File: config.mk
export PLATFORM = sky130hd
export DESIGN_NAME = descent_rate_pid_controller_core_flat
export DESIGN_NICKNAME = d
export VERILOG_FILES = /design/src/sv/drpc_pkg.sv /design/src/sv/drpc_sample_if.sv /design/src/sv/drpc_result_if.sv /design/src/sv/drpc_pid_math.sv /design/src/sv/descent_rate_pid_controller_core.sv /design/src/flat_wrapper.sv
export SDC_FILE = /design/constraint.sdc
export NUM_CORES = 2
export LEC_CHECK = 0
export BUFFER_PORTS_ARGS = -buffer_cell sky130_fd_sc_hd__buf_2
export CORE_MARGIN = 5
export CORE_UTILIZATION = 45
export DETAILED_ROUTE_END_ITERATION = 8
export GPL_TIMING_DRIVEN = 1
export PLACE_DENSITY = 0.59
export SLEW_MARGIN = 20
export SYNTH_ARGS = -nofsm -noshare
export SYNTH_HDL_FRONTEND = slang
export SYNTH_SLANG_ARGS = --single-unit
File: constraint.sdc
create_clock -name clk_i -period 26.9 [get_ports clk_i]
set_clock_uncertainty 0.15 [all_clocks]
set_input_delay 5.38 -clock clk_i [delete_from_list [all_inputs] [get_ports clk_i]]
set_output_delay 5.38 -clock clk_i [all_outputs]
set_load 0.005 [all_outputs]
File: src/sv/drpc_pkg.sv
// shared types, register codes and reset values for the descent rate pid controller
package drpc_pkg;

  localparam int unsigned CfgIdxW  = 3;
  localparam int unsigned CfgDataW = 20;

  typedef enum logic [CfgIdxW-1:0] {
    CFG_SETPOINT = 3'd0,
    CFG_KP       = 3'd1,
    CFG_KI       = 3'd2,
    CFG_KD       = 3'd3,
    CFG_IZONE    = 3'd4,
    CFG_LIMIT    = 3'd5,
    CFG_THROTTLE = 3'd6,
    CFG_PERIOD   = 3'd7
  } cfg_idx_e;

  typedef struct packed {
    logic [15:0] velocity_setpoint;
    logic [19:0] proportional_gain;
    logic [19:0] integral_gain;
    logic [19:0] derivative_gain;
    logic [14:0] integral_zone;
    logic [14:0] output_limit;
    logic [15:0] base_throttle;
    logic [15:0] update_period_ms;
  } cfg_t;

  localparam cfg_t CfgReset = '{
    velocity_setpoint: 16'hFE00,
    proportional_gain: 20'd39322,
    integral_gain:     20'd33,
    derivative_gain:   20'd8192,
    integral_zone:     15'd154,
    output_limit:      15'd2560,
    base_throttle:     16'd42240,
    update_period_ms:  16'd40
  };

  typedef struct packed {
    logic [31:0] last_update_time;
    logic [16:0] prior_error;
    logic [47:0] integral_sum;
    logic [15:0] held_pwm;
    logic [15:0] held_term;
  } state_t;

  typedef struct packed {
    logic [15:0] pwm_value;
    logic        updated;
    logic [15:0] control_term;
  } result_t;

endpackage

File: src/sv/drpc_sample_if.sv
// input channel carrying one velocity sample and its time stamp
interface drpc_sample_if;
  logic               valid;
  logic               ready;
  logic signed [15:0] measured_velocity;
  logic        [31:0] time_ms;

  modport source (output valid, output measured_velocity, output time_ms, input ready);
  modport sink   (input valid, input measured_velocity, input time_ms, output ready);
endinterface

File: src/sv/drpc_result_if.sv
// output channel carrying one controller result
interface drpc_result_if;
  logic               valid;
  logic               ready;
  logic        [15:0] pwm_value;
  logic               updated;
  logic signed [15:0] control_term;

  modport source (output valid, output pwm_value, output updated, output control_term,
                  input ready);
  modport sink   (input valid, input pwm_value, input updated, input control_term,
                  output ready);
endinterface

File: src/sv/drpc_pid_math.sv
// pid datapath: error, integral zone, saturating integrator, clamp, rounding, drive
module drpc_pid_math (
  input  drpc_pkg::cfg_t    cfg_i,
  input  drpc_pkg::state_t  state_i,
  input  logic [15:0]       measured_velocity_i,
  input  logic [31:0]       time_ms_i,
  output drpc_pkg::state_t  state_o,
  output drpc_pkg::result_t result_o
);

  logic signed [16:0] err;
  logic        [16:0] err_mag;
  logic        [31:0] elapsed;
  logic               upd;
  logic               in_zone;
  logic signed [37:0] ki_prod;
  logic signed [37:0] kp_prod;
  logic signed [17:0] err_diff;
  logic signed [38:0] kd_prod;
  logic signed [48:0] integ_sum;
  logic        [47:0] integ_sat;
  logic        [47:0] integ_new;
  logic signed [49:0] total;
  logic signed [49:0] lim;
  logic signed [49:0] clamped;
  logic signed [49:0] rounded;
  logic signed [15:0] term;
  logic signed [17:0] drive;
  logic        [15:0] drive_sat;

  assign err = $signed({cfg_i.velocity_setpoint[15], cfg_i.velocity_setpoint})
             - $signed({measured_velocity_i[15], measured_velocity_i});
  assign err_mag = err[16] ? 17'(-err) : 17'(err);

  // wrap-safe elapsed time
  assign elapsed = time_ms_i - state_i.last_update_time;
  assign upd     = elapsed > {16'd0, cfg_i.update_period_ms};
  assign in_zone = err_mag < {2'd0, cfg_i.integral_zone};

  assign ki_prod = $signed({1'b0, cfg_i.integral_gain}) * err;
  assign kp_prod = $signed({1'b0, cfg_i.proportional_gain}) * err;
  assign err_diff = $signed({err[16], err})
                  - $signed({state_i.prior_error[16], state_i.prior_error});
  assign kd_prod = $signed({1'b0, cfg_i.derivative_gain}) * err_diff;

  assign integ_sum = $signed({state_i.integral_sum[47], state_i.integral_sum})
                   + $signed({{11{ki_prod[37]}}, ki_prod});

  always_comb begin
    if (integ_sum[48] != integ_sum[47]) begin
      integ_sat = integ_sum[48] ? {1'b1, 47'd0} : {1'b0, {47{1'b1}}};
    end else begin
      integ_sat = integ_sum[47:0];
    end
  end

  assign integ_new = (upd && in_zone) ? integ_sat : state_i.integral_sum;

  assign total = $signed({{12{kp_prod[37]}}, kp_prod})
               + $signed({{2{integ_new[47]}}, integ_new})
               + $signed({{11{kd_prod[38]}}, kd_prod});

  assign lim = $signed({19'd0, cfg_i.output_limit, 16'd0});

  always_comb begin
    if (total > lim) begin
      clamped = lim;
    end else if (total < -lim) begin
      clamped = -lim;
    end else begin
      clamped = total;
    end
  end

  // round half up to q8.8: arithmetic shift is the floor
  assign rounded = clamped + 50'sd32768;
  assign term    = rounded[31:16];

  assign drive = $signed({2'd0, cfg_i.base_throttle}) + $signed({{2{term[15]}}, term});

  always_comb begin
    if (drive[17]) begin
      drive_sat = 16'd0;
    end else if (drive[16]) begin
      drive_sat = 16'hFFFF;
    end else begin
      drive_sat = drive[15:0];
    end
  end

  always_comb begin
    state_o.last_update_time = upd ? time_ms_i : state_i.last_update_time;
    state_o.prior_error      = err;
    state_o.integral_sum     = integ_new;
    state_o.held_pwm         = upd ? drive_sat : state_i.held_pwm;
    state_o.held_term        = upd ? term : state_i.held_term;
  end

  assign result_o.pwm_value    = state_o.held_pwm;
  assign result_o.updated      = upd;
  assign result_o.control_term = state_o.held_term;

endmodule

File: src/sv/descent_rate_pid_controller_core.sv
// descent rate pid controller: input register, pid datapath and result register
// path: a sample is held in the input register, then passes the pid datapath into the result register
// throughput: one sample per cycle while the result is taken; controller state is written as the result is registered
// while the result is not taken the result register holds, and a full input register holds with it
// reset: configuration returns to its defaults, controller state and valid flags clear
module descent_rate_pid_controller_core (
  input  logic                               clk_i,
  input  logic                               rst_ni,
  drpc_sample_if.sink                        in_if,
  drpc_result_if.source                      out_if,
  input  logic                               cfg_we_i,
  input  logic [drpc_pkg::CfgIdxW-1:0]       cfg_idx_i,
  input  logic [drpc_pkg::CfgDataW-1:0]      cfg_data_i
);

  drpc_pkg::cfg_t    cfg_q, cfg_d;
  drpc_pkg::state_t  state_q, state_next;
  drpc_pkg::result_t res_q, res_next;

  logic        in_valid_q;
  logic [15:0] vel_q;
  logic [31:0] time_q;
  logic        out_valid_q;
  logic        advance;
  logic        fire;

  // result register frees when empty or taken
  assign advance      = !out_valid_q || out_if.ready;
  assign fire         = in_valid_q && advance;
  assign in_if.ready  = !in_valid_q || advance;

  always_comb begin
    cfg_d = cfg_q;
    if (cfg_we_i) begin
      case (drpc_pkg::cfg_idx_e'(cfg_idx_i))
        drpc_pkg::CFG_SETPOINT: cfg_d.velocity_setpoint = cfg_data_i[15:0];
        drpc_pkg::CFG_KP:       cfg_d.proportional_gain = cfg_data_i;
        drpc_pkg::CFG_KI:       cfg_d.integral_gain     = cfg_data_i;
        drpc_pkg::CFG_KD:       cfg_d.derivative_gain   = cfg_data_i;
        drpc_pkg::CFG_IZONE:    cfg_d.integral_zone     = cfg_data_i[14:0];
        drpc_pkg::CFG_LIMIT:    cfg_d.output_limit      = cfg_data_i[14:0];
        drpc_pkg::CFG_THROTTLE: cfg_d.base_throttle     = cfg_data_i[15:0];
        drpc_pkg::CFG_PERIOD:   cfg_d.update_period_ms  = cfg_data_i[15:0];
        default:                cfg_d = cfg_q;
      endcase
    end
  end

  always_ff @(posedge clk_i or negedge rst_ni) begin
    if (!rst_ni) begin
      cfg_q <= drpc_pkg::CfgReset;
    end else begin
      cfg_q <= cfg_d;
    end
  end

  drpc_pid_math u_math (
    .cfg_i               (cfg_q),
    .state_i             (state_q),
    .measured_velocity_i (vel_q),
    .time_ms_i           (time_q),
    .state_o             (state_next),
    .result_o            (res_next)
  );

  always_ff @(posedge clk_i or negedge rst_ni) begin
    if (!rst_ni) begin
      in_valid_q  <= 1'b0;
      out_valid_q <= 1'b0;
      state_q     <= '0;
    end else begin
      if (in_if.ready) begin
        in_valid_q <= in_if.valid;
      end
      if (advance) begin
        out_valid_q <= in_valid_q;
      end
      if (fire) begin
        state_q <= state_next;
      end
    end
  end

  // payload registers
  always_ff @(posedge clk_i) begin
    if (in_if.valid && in_if.ready) begin
      vel_q  <= in_if.measured_velocity;
      time_q <= in_if.time_ms;
    end
    if (fire) begin
      res_q <= res_next;
    end
  end

  assign out_if.valid        = out_valid_q;
  assign out_if.pwm_value    = res_q.pwm_value;
  assign out_if.updated      = res_q.updated;
  assign out_if.control_term = res_q.control_term;

endmodule

File: src/flat_wrapper.sv
// flat-port wrapper written by rule: the top's interface ports become plain ports
module descent_rate_pid_controller_core_flat 
  (clk_i, rst_ni, cfg_we_i, cfg_idx_i, cfg_data_i, in_if_valid, in_if_measured_velocity, in_if_time_ms, in_if_ready, out_if_valid, out_if_pwm_value, out_if_updated, out_if_control_term, out_if_ready);
  drpc_sample_if in_if_i ();
  drpc_result_if out_if_i ();
  input  logic clk_i;
  input  logic rst_ni;
  input  logic cfg_we_i;
  input  logic [drpc_pkg::CfgIdxW-1:0] cfg_idx_i;
  input  logic [drpc_pkg::CfgDataW-1:0] cfg_data_i;
  input wire logic [$bits(in_if_i.valid)-1:0] in_if_valid;
  input wire logic [$bits(in_if_i.measured_velocity)-1:0] in_if_measured_velocity;
  input wire logic [$bits(in_if_i.time_ms)-1:0] in_if_time_ms;
  output wire logic [$bits(in_if_i.ready)-1:0] in_if_ready;
  output wire logic [$bits(out_if_i.valid)-1:0] out_if_valid;
  output wire logic [$bits(out_if_i.pwm_value)-1:0] out_if_pwm_value;
  output wire logic [$bits(out_if_i.updated)-1:0] out_if_updated;
  output wire logic [$bits(out_if_i.control_term)-1:0] out_if_control_term;
  input wire logic [$bits(out_if_i.ready)-1:0] out_if_ready;
  assign in_if_i.valid = in_if_valid;
  assign in_if_i.measured_velocity = in_if_measured_velocity;
  assign in_if_i.time_ms = in_if_time_ms;
  assign in_if_ready = in_if_i.ready;
  assign out_if_valid = out_if_i.valid;
  assign out_if_pwm_value = out_if_i.pwm_value;
  assign out_if_updated = out_if_i.updated;
  assign out_if_control_term = out_if_i.control_term;
  assign out_if_i.ready = out_if_ready;
  descent_rate_pid_controller_core u_core (.clk_i(clk_i), .rst_ni(rst_ni), .in_if(in_if_i), .out_if(out_if_i), .cfg_we_i(cfg_we_i), .cfg_idx_i(cfg_idx_i), .cfg_data_i(cfg_data_i));
endmodule
After elaboration in Yosys (flattened, before gate mapping)
Index checks and enable logic that the tools add are counted.
Operators by class
  add/sub/neg operators: 10
  multipliers: 3
  magnitude comparators: 4
  eq/ne operators: 8
  muxes and demuxes: 10
  reduce and logical (&&, ||, !) cells: 17
Operators by type and width (number)
  two-way mux 48 bit: 3
  multiplier 21 x 17 -> 38 bit: 2
  two-way mux 16 bit: 4
  two-way mux 32 bit: 2
  adder 49 x 39 -> 50 bit: 1
  greater-than comparator 50 x 32 -> 1 bit: 1
  less-than comparator 50 bit: 1
  negator 31 -> 50 bit: 1
  adder 38 x 48 -> 49 bit: 1
  adder 48 x 38 -> 49 bit: 1
  multiplier 21 x 18 -> 39 bit: 1
  adder 32 x 17 -> 32 bit (second input constant): 1
  greater-than comparator 32 x 16 -> 1 bit: 1
  subtractor 32 bit: 1
  adder 17 x 16 -> 18 bit: 1
  AND reduction 2 bit: 9
  subtractor 17 x 17 -> 18 bit: 1
  less-than comparator 17 x 15 -> 1 bit: 1
  two-way mux 17 bit: 1
  negator 17 bit: 1
  subtractor 16 x 16 -> 17 bit: 1
  equality test 3 bit (second input constant): 4
  equality test 3 x 2 -> 1 bit (second input constant): 2
  equality test 3 x 1 -> 1 bit (second input constant): 1
  5 further kinds: 9
Word-level totals
  bits in registers: 350
  input port bits: 76
  output and inout bits: 35
  logic and storage cells: 72

Longest topological paths before layout
  depth after elaboration: 16
  gate-level depth with buffers: 109
  mapped depth without buffers: 103

Hierarchy
A second synthesis with hierarchy kept.
Unflattened totals
  cells, all modules: 6555
  area, all modules: 61240.0 sq um
By module, submodules not included
  drpc_pid_math: instances 1, cells each 5892, area each 48123.7 sq um, seq. area each 0.0 sq um
  descent_rate_pid_controller_core: instances 1, cells each 663, area each 13116.3 sq um, seq. area each 9201.3 sq um

Worst setup path before layout
OpenSTA, ideal clock, no wires.
  path type: register to register
  start: register u_core.vel_q[0]
  end: register u_core.res_q, in the netlist u_core.out_if.pwm_value[10], data pin
  setup time: 275 ps
  arrival: 22681 ps
  data required time: 26475 ps
  path slack: 3794 ps
  stages on the path, launching flop included: 104
  buffers on the path: 8
  clock period less this slack: 23106 ps
  cell sequence: edfxtp_1 -> ha_1 -> fa_1 -> nor2b_1 -> o21ai_0 -> a21boi_0 -> o21ai_0 -> a21boi_0 -> o21ai_0 -> a21boi_0 -> o21ai_0 -> a21oi_1 -> nor2_1 -> o221ai_1 -> o22ai_1 -> inv_2 -> clkbuf_1 -> fa_1 -> (+68 left out) -> ha_1 -> o21ai_0 -> a21boi_0 -> o21ai_0 -> a21boi_0 -> o21ai_0 -> a21boi_0 -> o21ai_0 -> nand2b_1 -> a21o_1 -> a21oi_1 -> o21ai_0 -> a31o_2 -> and3_1 -> buf_6 -> buf_12 -> nor3_4 -> o31ai_2
RTL lines
  start, declared: line descent_rate_pid_controller_core.sv:21  | logic [15:0] vel_q;
  start signal, assigned: line descent_rate_pid_controller_core.sv:87  | vel_q <= in_if.measured_velocity;
  end signal, assigned: line descent_rate_pid_controller_core.sv:91  | res_q <= res_next;
  end, declared: line descent_rate_pid_controller_core.sv:18  | drpc_pkg::result_t res_q, res_next;

==> reports/summary.txt <==
RSZ-0062 raised after global routing = no
WHS Path Cells = 2
DPL Wire Length = 146800 µm
synth warn = 0
# IOs = 111
CP startpoint kind = flop
adder-cell area share of the yosys netlist = 44.18%
Hold EP = u_core.state_q[20]$_DFFE_PN0P_
Post-Syn Area = 60910 µm²
worst skew pair latency = 660 ps
hold slack = 325.9 ps
Clock Sinks = 350
setup violators final = 0
post-synthesis mux area share = 4.801%
number of synthesized register bits = 350
HP Start = u_core.state_q[20]$_DFFE_PN0P_
via count = 45310
Hold Crit Class = reg2reg
worst path required time = 27190 ps
nets = 8204
die area = 142800 µm²
Util after Layout = 48.43%
Max Clock Freq = 0.03968 GHz
simple-gate share of the synthesized area = 14.44%
Num CTS Buffers = 47
Site Rows = 135
area overhead of the layout relative to synthesis = 7.309%
Seq/Total Area, Yosys = 15.11%
Worst R2R Path Depth = 98
final hold violation count = 0
Post-Synth XOR/XNOR Area = 2.026%
WL final = 181800 µm
global-route wire length before repair = 284800 µm
Core Region = 135000 µm²
CTS tree = done
clk slew on worst S/H paths = 60 ps
worst stage delay on the critical path = 600 ps
Slew @ Worst Pin = 1075 ps
grt ovf = 0
Reg2Reg Capture Point = u_core.out_if.pwm_value[3]$_DFFE_PP_
Syn Inst Count = 6619
Bufs on Longest Clock Path = 3
Synth Area per Inst = 9.202 µm²
RR Startpoint = u_core.vel_q[0]$_DFFE_PP_
CP dominant cell by count = fa_1
Netlist cell types = 107
Synth Area in Compound Gates = 8.532%
setup tns final = 0 ps
Die H = 377.9 µm
# DRC = 0
worst-case headroom to the max-slew limit = 28.33%
Hold Buf Count CTS = 0
iteration count of the initial detailed-routing pass = 5
reg2reg setup slack = 1700 ps
asr flop ratio synth = 76.86%
Slowest-stage cell, CP = fa_1
CP arrival = 25500 ps
htree depth = 2
initial antenna violation count = 16
Worst Path Max Fanout = 19
Post-synth EDFFs = 81
DRT antenna net count = 0
via-per-instance ratio = 5.394
CP delay by family, top = adder cells
gr usage total = 26.07%
Synth Flop Type = dfrtp_1
Crit path depth = 98
most common cell after layout, fill and taps aside = inv_1
largest net degree at the start of global routing = 118
Placer Congestion = 0.9273
Max Cap Violations = 0
Avg WL per Cell = 21.65 µm
placed cell area = 63330 µm²
Tmin final = 25200 ps
Iteration-0 DRC Markers = 2733
most frequent cells in the layout = 1439 x inv_1, 984 x fa_1, 751 x nand2_1
vias in the first global route = 47250
Final period util = 93.69%
Final Max Tran Viols = 0
post-route cell area = 65360 µm²
element type at the critical path end = flop
Critical Setup Path Class = reg2reg
Post-Syn Nets = 8252
status = completed
share of cells above drive strength 1 = 10.36%
Root Driver = clkbuf_16
Initial Utilization = 45.13%
Die Wd = 377.9 µm
CP bufs+invs = 16
largest family of logic cells by synthesized area = adder cells
Port Buf Inserts = 110
cell usage after synthesis (9+ instances only):
cell,number,area [µm²]
a221oi_1,9,78.83
and4_1,13,113.9
a211oi_1,14,105.1
o21a_1,43,322.8
nand4b_1,9,78.83
edfxtp_1,81,2432
and3_1,27,168.9
o211ai_1,10,75.07
nor2_1,231,867.1
nand2b_1,113,706.9
dfstp_2,30,788.3
o21bai_1,13,97.59
or2_2,14,87.58
a21boi_0,27,202.7
nand2_1,753,2826
ha_1,573,7169
fa_1,984,19700
o21ai_0,195,975.9
and2_1,308,1927
clkbuf_1,258,968.4
xnor2_1,100,875.8
a21oi_1,184,920.9
nor3_4,10,162.7
a211o_1,9,78.83
mux2_2,233,2624
o2bb2ai_1,21,183.9
mux2i_1,30,300.3
nor3_1,63,315.3
buf_2,21,105.1
o31ai_2,20,250.2
a31oi_1,18,112.6
inv_1,1440,5405
nor2b_1,73,456.7
a21o_1,72,540.5
xor2_1,39,341.6
dfrtp_1,239,5981
nand4_1,46,287.8
nand3_1,77,385.4
buf_1,18,67.56
o31ai_1,25,187.7
metal layers:
layer	global-route usage, %	vias to the layer above	wire length [µm]
li1	-	20560	-
met1	35.00	23340	77560
met2	43.91	1164	87730
met3	3.540	241	9537
met4	8.397	8	6932
met5	0	-	62
metrics by stage:
stage	instances	setup WS [ps]
floorplan	6619	3794
global placement	8291	1127
global route	8393	82.20
CTS	8379	544.5
detailed placement	8291	742.6
finish	8399	1697
worst max-delay path by stage:
stage	startpoint	slack (ps)	end
finish	u_core.vel_q[0]$_DFFE_PP_	1700	u_core.out_if.pwm_value[3]$_DFFE_PP_
detailed placement	u_core.vel_q[0]$_DFFE_PP_	740	u_core.out_if.pwm_value[15]$_DFFE_PP_
global route	u_core.vel_q[0]$_DFFE_PP_	80	u_core.out_if.pwm_value[1]$_DFFE_PP_
CTS	u_core.vel_q[0]$_DFFE_PP_	540	u_core.out_if.pwm_value[5]$_DFFE_PP_
global placement	u_core.vel_q[0]$_DFFE_PP_	1130	u_core.out_if.pwm_value[4]$_DFFE_PP_
floorplan	u_core.vel_q[0]$_DFFE_PP_	3790	u_core.out_if.pwm_value[10]$_DFFE_PP_
state kept, by name (all words and copies together), names as in the netlist:
register and cells:
u_core.vel_q 16, u_core.cfg_q 138, u_core.time_q 32, u_core.out_if.pwm_value 16, u_core.out_if.updated 1, u_core.in_valid_q 1
u_core.state_q 129, u_core.out_if.valid 1, u_core.out_if.control_term 16
tightest hold or removal path: stages (launching register included):
cell and delay, ps:
dfrtp_1 340, nand2_1 50, o31ai_1 50
layout make-up:
class,instances,area [µm²]
Antenna cell,8,20.02
Sequential cell,350,9201
Tap cell,1781,2228
Multi-Input combinational cell,4523,45370
Fill cell,12830,69600
Clock buffer,58,1287
Timing Repair Buffer,207,1354
Inverter,1442,5413
Clock inverter,30,481.7
logic make-up after synthesis:
| logic type | after synthesis |
|---|---|
| flops | 350 |
| fa+ha+maj | 1561 |
| simple gates | 1787 |
| buf+inv | 1746 |
| compound gates | 772 |
| mux | 263 |
| xor+xnor | 140 |
timing repair:
action | CTS | global route
setup buffers | 0 | 9
endpoints found under the setup margin | 0 | 32
gates resized for setup | 0 | 25
Power is not shown: default switching activity piles up to over one toggle a cycle in this logic, so the estimate is an artifact.
